$ cat src/rtl/es2cd_pkg.sv
`default_nettype none
// ----------------------------------------------------------------------------
// es2cd_pkg
// constants for the epoch seconds to civil date converter: day offsets,
// fixed-point reciprocals for the constant divisions and the month table
// ----------------------------------------------------------------------------
package es2cd_pkg;

	// march-based day shift plus enough whole eras to keep every day count positive
	localparam int unsigned      ERA_BIAS   = 44;
	localparam longint unsigned  SHIFT_DAYS = 64'd719468;
	localparam longint unsigned  OFF_DAYS   = SHIFT_DAYS + 64'(ERA_BIAS) * 64'd146097;
	localparam logic [40:0]      OFF_SEC    = 41'(OFF_DAYS * 64'd86400);

	// 1900 base minus the calendar year of era 0
	localparam logic [15:0]      YEAR_BIAS  = 16'(ERA_BIAS * 400 + 1900);

	localparam logic [9:0]       DIV_675      = 10'd675;
	localparam logic [17:0]      DAYS_PER_ERA = 18'd146097;
	localparam logic [17:0]      LAST_DOE     = 18'd146096;

	// ceil(2^k / d) with k = input bits + ceil(log2 d): exact floor for every input
	localparam logic [34:0] RCP_675   = 35'(((64'd1 << 44) + 64'd674) / 64'd675);
	localparam logic [24:0] RCP_ERA   = 25'(((64'd1 << 42) + 64'd146096) / 64'd146097);
	localparam logic [24:0] RCP_7     = 25'(((64'd1 << 27) + 64'd6) / 64'd7);
	localparam logic [17:0] RCP_60S   = 18'(((64'd1 << 23) + 64'd59) / 64'd60);
	localparam logic [11:0] RCP_60M   = 12'(((64'd1 << 17) + 64'd59) / 64'd60);
	localparam logic [18:0] RCP_1460  = 19'(((64'd1 << 29) + 64'd1459) / 64'd1460);
	localparam logic [18:0] RCP_36524 = 19'(((64'd1 << 34) + 64'd36523) / 64'd36524);
	localparam logic [18:0] RCP_365   = 19'(((64'd1 << 27) + 64'd364) / 64'd365);

	// first day of each month counted from march 1
	localparam logic [8:0] MONTH_START [12] = '{
		9'd0, 9'd31, 9'd61, 9'd92, 9'd122, 9'd153,
		9'd184, 9'd214, 9'd245, 9'd275, 9'd306, 9'd337
	};

	localparam logic [3:0] MP_JAN            = 4'd10;   // january in march-based months
	localparam logic [8:0] MARCH_DOY_JAN1    = 9'd306;
	localparam logic [8:0] DAYS_BEFORE_MARCH = 9'd59;
	localparam logic [3:0] MONTH_JAN         = 4'd0;

endpackage
`default_nettype wire

$ cat src/rtl/epoch_seconds_to_civil_date.sv
`default_nettype none
// ----------------------------------------------------------------------------
// epoch_seconds_to_civil_date
// signed seconds since 1970-01-01 to proleptic gregorian date and time of day
// ----------------------------------------------------------------------------
// Takes one word per clock while in_ready is high and gives one result word
// per input, in order, through nine register stages: the day split runs
// a 34-bit reciprocal multiply as two partial products, the era and year of
// era steps each sit behind their own multiply, and the month step compares
// against a start table. While out_ready is low, words move up into empty
// stages and in_ready stays high until all nine stages hold a word. Negative
// inputs use floored division, so -1 gives 1969-12-31 23:59:59.

module epoch_seconds_to_civil_date (
	input  wire logic               clk,
	input  wire logic               arst_n,
	input  wire logic               in_valid,
	output logic                    in_ready,
	input  wire logic signed [39:0] epoch_seconds,
	output logic                    out_valid,
	input  wire logic               out_ready,
	output logic [4:0]              hour_of_day,
	output logic [5:0]              minute_of_hour,
	output logic [5:0]              second_of_minute,
	output logic [2:0]              weekday,
	output logic signed [15:0]      years_since_1900,
	output logic [3:0]              month_index,
	output logic [4:0]              day_of_month,
	output logic [8:0]              day_of_year
);

	logic [9:1] adv;
	logic       vld_s1, vld_s2, vld_s3, vld_s4, vld_s5, vld_s6, vld_s7, vld_s8, vld_s9;

	// stage payloads
	logic [40:0] tp_s1;
	logic [51:0] phi_s2, plo_s2;
	logic [33:0] x_s2, x_s3;
	logic [6:0]  lo7_s2, lo7_s3;
	logic [23:0] z_s3, z_s4;
	logic [16:0] sec_s4, sec_s5;
	logic [6:0]  era_s4, era_s5, era_s6, era_s7, era_s8;
	logic [20:0] q7_s4;
	logic [17:0] doe_s5, doe_s6, doe_s7;
	logic [2:0]  wd_s5, wd_s6, wd_s7, wd_s8, wd_s9;
	logic [10:0] mins_s5, mins_s6;
	logic [17:0] n_s6;
	logic [4:0]  hour_s6, hour_s7, hour_s8, hour_s9;
	logic [5:0]  second_s6, second_s7, second_s8, second_s9;
	logic [8:0]  yoe_s7, yoe_s8;
	logic [5:0]  minute_s7, minute_s8, minute_s9;
	logic [8:0]  doy_s8;
	logic        leap_s8;
	logic [15:0] year_s9;
	logic [3:0]  month_s9;
	logic [4:0]  mday_s9;
	logic [8:0]  yday_s9;

	// combinational terms
	logic [40:0] tp_in;
	logic [33:0] x_in;
	logic [51:0] phi_c, plo_c;
	logic [68:0] prod_c;
	logic [33:0] r675_c;
	logic [48:0] pera_c, pwd_c;
	logic [23:0] n7_c;
	logic [23:0] doe_c, wd_c;
	logic [34:0] pmin_c;
	logic [36:0] pa_c, pb_c, py_c;
	logic [22:0] ph_c;
	logic [16:0] sec_c;
	logic [17:0] n_c;
	logic [10:0] minute_c;
	logic [1:0]  q100_c;
	logic [17:0] base_c, doy_c;
	logic        leap_c;
	logic [11:1] ge_c;
	logic [3:0]  mp_c;
	logic        jan_c;
	logic [8:0]  mday_c, yday_c;
	logic [3:0]  month_c;
	logic [15:0] year_c;

	// a stage moves when it is empty or the stage after it moves
	assign adv[9]   = !vld_s9 || out_ready;
	assign adv[8]   = !vld_s8 || adv[9];
	assign adv[7]   = !vld_s7 || adv[8];
	assign adv[6]   = !vld_s6 || adv[7];
	assign adv[5]   = !vld_s5 || adv[6];
	assign adv[4]   = !vld_s4 || adv[5];
	assign adv[3]   = !vld_s3 || adv[4];
	assign adv[2]   = !vld_s2 || adv[3];
	assign adv[1]   = !vld_s1 || adv[2];
	assign in_ready = adv[1];
	assign out_valid = vld_s9;

	always_ff @(posedge clk or negedge arst_n) begin
		if (!arst_n) begin
			vld_s1 <= 1'b0;
			vld_s2 <= 1'b0;
			vld_s3 <= 1'b0;
			vld_s4 <= 1'b0;
			vld_s5 <= 1'b0;
			vld_s6 <= 1'b0;
			vld_s7 <= 1'b0;
			vld_s8 <= 1'b0;
			vld_s9 <= 1'b0;
		end else begin
			if (adv[1]) vld_s1 <= in_valid;
			if (adv[2]) vld_s2 <= vld_s1;
			if (adv[3]) vld_s3 <= vld_s2;
			if (adv[4]) vld_s4 <= vld_s3;
			if (adv[5]) vld_s5 <= vld_s4;
			if (adv[6]) vld_s6 <= vld_s5;
			if (adv[7]) vld_s7 <= vld_s6;
			if (adv[8]) vld_s8 <= vld_s7;
			if (adv[9]) vld_s9 <= vld_s8;
		end
	end

	// stage 1: bias the time so that the day count is always positive
	assign tp_in = {epoch_seconds[39], epoch_seconds} + es2cd_pkg::OFF_SEC;

	// stage 2: 86400 = 128 * 675, split the divide by 675 into two partial products
	assign x_in  = tp_s1[40:7];
	assign phi_c = 52'(x_in[33:17]) * 52'(es2cd_pkg::RCP_675);
	assign plo_c = 52'(x_in[16:0]) * 52'(es2cd_pkg::RCP_675);

	// stage 3: biased day count
	assign prod_c = {phi_s2, 17'd0} + 69'(plo_s2);

	// stage 4: second of day, era and week quotient
	assign r675_c = x_s3 - 34'(z_s3) * 34'(es2cd_pkg::DIV_675);
	assign pera_c = 49'(z_s3) * 49'(es2cd_pkg::RCP_ERA);
	assign n7_c   = z_s3 + 24'd3;   // biased day zero is a wednesday, weekday three counting from sunday
	assign pwd_c  = 49'(n7_c) * 49'(es2cd_pkg::RCP_7);

	// stage 5: day of era, weekday, minute of day
	assign doe_c  = z_s4 - 24'(era_s4) * 24'(es2cd_pkg::DAYS_PER_ERA);
	assign wd_c   = z_s4 + 24'd3 - 24'(q7_s4) * 24'd7;
	assign pmin_c = 35'(sec_s4) * 35'(es2cd_pkg::RCP_60S);

	// stage 6: leap corrections of the era, hour and second
	assign pa_c  = 37'(doe_s5) * 37'(es2cd_pkg::RCP_1460);
	assign pb_c  = 37'(doe_s5) * 37'(es2cd_pkg::RCP_36524);
	assign n_c   = doe_s5 - 18'(pa_c[35:29]) + 18'(pb_c[36:34])
		- 18'(doe_s5 == es2cd_pkg::LAST_DOE);
	assign ph_c  = 23'(mins_s5) * 23'(es2cd_pkg::RCP_60M);
	assign sec_c = sec_s5 - 17'(mins_s5) * 17'd60;

	// stage 7: year of era and minute
	assign py_c     = 37'(n_s6) * 37'(es2cd_pkg::RCP_365);
	assign minute_c = mins_s6 - 11'(hour_s6) * 11'd60;

	// stage 8: day of march-based year
	assign q100_c = 2'(yoe_s7 >= 9'd100) + 2'(yoe_s7 >= 9'd200) + 2'(yoe_s7 >= 9'd300);
	assign base_c = 18'(yoe_s7) * 18'd365 + 18'(yoe_s7[8:2]) - 18'(q100_c);
	assign doy_c  = doe_s7 - base_c;
	assign leap_c = (yoe_s7[1:0] == 2'd0) && (yoe_s7 != 9'd100) && (yoe_s7 != 9'd200)
		&& (yoe_s7 != 9'd300);

	// stage 9: month from the start table, thermometer to binary, then day of month, day of year and year
	always_comb begin
		for (int i = 1; i < 12; i++) begin
			ge_c[i] = doy_s8 >= es2cd_pkg::MONTH_START[i];
		end
	end

	assign mp_c[3] = ge_c[8];
	assign mp_c[2] = ge_c[4] & !ge_c[8];
	assign mp_c[1] = (ge_c[2] & !ge_c[4]) | (ge_c[6] & !ge_c[8]) | ge_c[10];
	assign mp_c[0] = (ge_c[1] & !ge_c[2]) | (ge_c[3] & !ge_c[4]) | (ge_c[5] & !ge_c[6])
		| (ge_c[7] & !ge_c[8]) | (ge_c[9] & !ge_c[10]) | ge_c[11];

	assign jan_c   = mp_c >= es2cd_pkg::MP_JAN;
	assign mday_c  = doy_s8 - es2cd_pkg::MONTH_START[mp_c] + 9'd1;
	assign month_c = jan_c ? mp_c - es2cd_pkg::MP_JAN : mp_c + 4'd2;
	assign yday_c  = jan_c ? doy_s8 - es2cd_pkg::MARCH_DOY_JAN1
		: doy_s8 + es2cd_pkg::DAYS_BEFORE_MARCH + 9'(leap_s8);
	assign year_c  = 16'(yoe_s8) + 16'(era_s8) * 16'd400 + 16'(jan_c) - es2cd_pkg::YEAR_BIAS;

	always_ff @(posedge clk) begin
		if (adv[1]) begin
			tp_s1 <= tp_in;
		end
		if (adv[2]) begin
			phi_s2 <= phi_c;
			plo_s2 <= plo_c;
			x_s2   <= x_in;
			lo7_s2 <= tp_s1[6:0];
		end
		if (adv[3]) begin
			z_s3   <= prod_c[67:44];
			x_s3   <= x_s2;
			lo7_s3 <= lo7_s2;
		end
		if (adv[4]) begin
			z_s4   <= z_s3;
			sec_s4 <= {r675_c[9:0], lo7_s3};
			era_s4 <= pera_c[48:42];
			q7_s4  <= pwd_c[47:27];
		end
		if (adv[5]) begin
			doe_s5  <= doe_c[17:0];
			wd_s5   <= wd_c[2:0];
			mins_s5 <= pmin_c[33:23];
			sec_s5  <= sec_s4;
			era_s5  <= era_s4;
		end
		if (adv[6]) begin
			n_s6      <= n_c;
			doe_s6    <= doe_s5;
			era_s6    <= era_s5;
			wd_s6     <= wd_s5;
			mins_s6   <= mins_s5;
			hour_s6   <= ph_c[21:17];
			second_s6 <= sec_c[5:0];
		end
		if (adv[7]) begin
			yoe_s7    <= py_c[35:27];
			doe_s7    <= doe_s6;
			era_s7    <= era_s6;
			wd_s7     <= wd_s6;
			hour_s7   <= hour_s6;
			minute_s7 <= minute_c[5:0];
			second_s7 <= second_s6;
		end
		if (adv[8]) begin
			doy_s8    <= doy_c[8:0];
			leap_s8   <= leap_c;
			yoe_s8    <= yoe_s7;
			era_s8    <= era_s7;
			wd_s8     <= wd_s7;
			hour_s8   <= hour_s7;
			minute_s8 <= minute_s7;
			second_s8 <= second_s7;
		end
		if (adv[9]) begin
			year_s9   <= year_c;
			month_s9  <= month_c;
			mday_s9   <= mday_c[4:0];
			yday_s9   <= yday_c;
			wd_s9     <= wd_s8;
			hour_s9   <= hour_s8;
			minute_s9 <= minute_s8;
			second_s9 <= second_s8;
		end
	end

	assign hour_of_day      = hour_s9;
	assign minute_of_hour   = minute_s9;
	assign second_of_minute = second_s9;
	assign weekday          = wd_s9;
	assign years_since_1900 = year_s9;
	assign month_index      = month_s9;
	assign day_of_month     = mday_s9;
	assign day_of_year      = yday_s9;

	// a free output side must never back up the input
	a_no_false_stall: assert property (@(posedge clk) disable iff (!arst_n)
		out_ready |-> in_ready)
		else $error("in_ready low while out_ready high");

	// reciprocal quotients stay in range
	a_time_range: assert property (@(posedge clk) disable iff (!arst_n)
		out_valid |-> (hour_of_day <= 5'd23) && (minute_of_hour <= 6'd59)
			&& (second_of_minute <= 6'd59) && (weekday <= 3'd6))
		else $error("time of day or weekday out of range");

	a_date_range: assert property (@(posedge clk) disable iff (!arst_n)
		out_valid |-> (month_index <= 4'd11) && (day_of_month != 5'd0)
			&& (day_of_year <= 9'd365))
		else $error("date field out of range");

	// january ties day of year to day of month
	a_jan_yday: assert property (@(posedge clk) disable iff (!arst_n)
		out_valid && (month_index == es2cd_pkg::MONTH_JAN)
			|-> day_of_year == 9'(day_of_month) - 9'd1)
		else $error("january day of year mismatch");

endmodule
`default_nettype wire
$ cat config.mk
export PLATFORM = sky130hd
export DESIGN_NAME = epoch_seconds_to_civil_date
export DESIGN_NICKNAME = d
export VERILOG_FILES = /design/src/rtl/es2cd_pkg.sv /design/src/rtl/epoch_seconds_to_civil_date.sv
export SDC_FILE = /design/constraint.sdc
export NUM_CORES = 2
export LEC_CHECK = 0
export ABC_AREA = 1
export BUFFER_PORTS_ARGS = -buffer_cell sky130_fd_sc_hd__buf_4
export CORE_ASPECT_RATIO = 0.7
export CORE_MARGIN = 5
export CORE_UTILIZATION = 45
export CTS_CLUSTER_DIAMETER = 200
export DETAILED_ROUTE_END_ITERATION = 8
export GPL_ROUTABILITY_DRIVEN = 0
export HOLD_SLACK_MARGIN = 0.08
export SLEW_MARGIN = 40
export SYNTH_ARGS = -nofsm -noshare
export SYNTH_HDL_FRONTEND = slang
export SYNTH_SLANG_ARGS = --single-unit
$ cat constraint.sdc
create_clock -name clk -period 9.4 [get_ports clk]
set_clock_uncertainty 0.05 [all_clocks]
set_input_delay 0.47 -clock clk [delete_from_list [all_inputs] [get_ports clk]]
set_output_delay 0.47 -clock clk [all_outputs]
set_load 0.02 [all_outputs]
==> results.sh <==
export IMPL_ys_types=59
export IMPL_ios=100
export IMPL_drive_gt1_frac=0.0327
export IMPL_cp_data_arrival_time_ps=9080
export IMPL_cp_common_cell="fa_1"
export IMPL_die_h_um=361
export IMPL_slowest_stage="edfxtp_1"
export IMPL_synth_area_per_cell_sq_um=9.47
export IMPL_required_ps=9810
export IMPL_grt_pass1_wl_mm=340
export IMPL_grt_max_degree=57
export IMPL_cts_sinks=479
export IMPL_start_util=0.453
export IMPL_finalCritPeriodShare=0.923
export IMPL_clock_fmax_ghz=0.115
export IMPL_slowest_delay_ps=770
export IMPL_min_period_ps=8680
export IMPL_post_cts_buffers=0
export IMPL_ys_async_sr_fraction=0.0188
export IMPL_synth_nets=11000
export IMPL_placed_area_sq_um=82900
export IMPL_ys_top_cells_by_count="inv_1, ha_1, fa_1"
export IMPL_final_area_sq_um=85000
export IMPL_yosys_area_top_type="ha_1"
export IMPL_crit_family="adder cells"
export IMPL_crit_fanout=11
export IMPL_clockRootBuffer="clkbuf_16"
export IMPL_tns_ps=0
export IMPL_worst_path_buf_inv=4
export IMPL_synth_flop_cell="edfxtp_1"
export IMPL_hold_viol_final=0
export IMPL_worstSetupPathType="flop to flop"
export IMPL_synth_top_area_frac=0.261
export IMPL_holdCritPathClass="primary input to flop"
export IMPL_numCtsBuffers=52
export IMPL_worstMarginPinSlew_ps=922
export IMPL_grt_overflow=0
export IMPL_cts_tree="built"
export IMPL_clkSlewWorstSetupHoldPaths_ps=70
export IMPL_cp_start_kind="flop"
export IMPL_first_pass_iters=6
export IMPL_insertion_delay_ps=690
export IMPL_synthToLayoutAreaGrowth_pct=7.57
export IMPL_via_count=57800
export IMPL_relSlewSlack=0.383
export IMPL_rsz0062_at_grt="false"
export IMPL_final_setup_viol_count=0
export IMPL_cts_repair_resized=0
export IMPL_status="finished, final reports clean"
export IMPL_htree_levels=2
export IMPL_wl_mm=216
export IMPL_finalNetCount=11300
export IMPL_num_rows=128
export IMPL_wl_per_cell_um=19.7
export IMPL_cap_violations=0
export IMPL_drc_errors=0
export IMPL_fp_dieArea_sq_um=184000
export IMPL_ant_nets=0
export IMPL_hpwl_mm=187
export IMPL_grt_pass1_vias=58800
export IMPL_clockBufferDepth=3
export IMPL_synth_area_leaders="ha_1, fa_1, edfxtp_1, inv_1, nand2_1"
export IMPL_yosys_warnings=0
export IMPL_slew_violations=0
export IMPL_netlist_instances=8341
export IMPL_die_w_um=511
export IMPL_synth_seq_cells=479
export IMPL_antenna_found_initial=2
export IMPL_yosysSeqAreaShare=0.182
export IMPL_netlist_area_sq_um=79000
export IMPL_track_usage=0.234
export IMPL_synth_edff_count=470
export IMPL_endpoint_kind="flop"
export IMPL_drtIter0Drc=5098
export IMPL_fp_coreArea_sq_um=174000
export IMPL_vias_per_cell=5.29
export IMPL_post_synth_top_count_cell="inv_1"
export IMPL_port_buffers=99
## timing repair
action,in CTS,in global routing
setup endpoints to repair,0,0
endpoints found under the hold margin,22,0
hold buffers,15,0
## layout make-up
class	count	area (sq um)
antenna	2	5.00
clock buffer	58	1320
clock inverter	38	513
fill	16400	89300
inverter	1991	7490
multi-input combinational	5862	57100
sequential	479	14300
tap	2340	2930
timing repair buffer	161	1260
## flip-flops by register name (all words and copies together), names as in the netlist, 9 cells and up
name,count
day_of_year,9
doe_s5,18
doe_s6,9
doe_s7,9
doy_s8,9
mins_s5,11
n_s6,18
phi_s2,49
plo_s2,33
sec_s4,17
tp_s1,41
x_s2,10
x_s3,10
years_since_1900,16
yoe_s7,9
yoe_s8,9
z_s3,24
z_s4,18
## per-layer routing
| layer | up-vias | part of all wire | GRT usage |
|---|---|---|---|
| met3 | 222 | 0.094 | 0.0561 |
| met2 | 2124 | 0.40 | 0.335 |
| li1 | 27300 | - | - |
| met4 | 4 | 0.018 | 0.0365 |
| met5 | - | 0.00021 | 0 |
| met1 | 28200 | 0.49 | 0.363 |
## kinds of logic after synthesis
family	synth area share
AOI/OAI and AO/OA	0.0631
xor gates and xnor gates	0.0326
adders and majority gates	0.519
buffers and inverters	0.0958
DFF	0.182
and+or+nand+nor	0.108
## layout by cell type, fill, tap and decap left out, types with 10 or more instances in the layout
master / netlist / final
inv_1: 1984 / 1979
o211ai_1: 18 / 18
ha_1: 1646 / 1646
clkbuf_16: 0 / 52
edfxtp_1: 470 / 470
a21boi_0: 16 / 16
nand2_1: 1013 / 1011
a31oi_1: 38 / 38
o21bai_1: 40 / 40
nor3_1: 93 / 93
o21ai_0: 243 / 242
nand3b_1: 18 / 18
a21oi_1: 404 / 404
nand3_1: 242 / 242
a211oi_1: 10 / 10
nor4_1: 34 / 33
fa_1: 1017 / 1017
nor2_1: 491 / 491
o21ai_1: 13 / 14
dlygate4sd3_1: 0 / 15
nand4_1: 82 / 82
xnor2_1: 101 / 100
buf_4: 2 / 143
a21o_1: 46 / 46
xor2_1: 193 / 192
o21a_1: 24 / 24
## metrics by stage
stage	setup WS, ps	hold slack (ps)	std cells	utilization
floorplan	1730	124	8341	-
global placement	967	283	10800	0.476
detailed placement	950	284	10800	0.476
CTS	929	81.0	10900	0.487
global route	283	94.4	10900	0.488
finish	723	117	10900	0.488
## path summary, 6_finish.rpt
check	start	endpoint	slack (ps)	cells past startpoint
max in group asynchronous	arst_n	vld_s1	7990	3
setup / recovery	doe_s5[13]	n_s6[12]	720	27
hold / removal	epoch_seconds[31]	tp_s1[31]	120	2
hold reg to reg	wd_s5[0]	wd_s6[0]	350	0
setup reg to reg	doe_s5[13]	n_s6[12]	720	27
min in group asynchronous	arst_n	out_valid	850	3
Power is not shown: default switching activity piles up to over one toggle a cycle in this logic, so the estimate is an artifact.
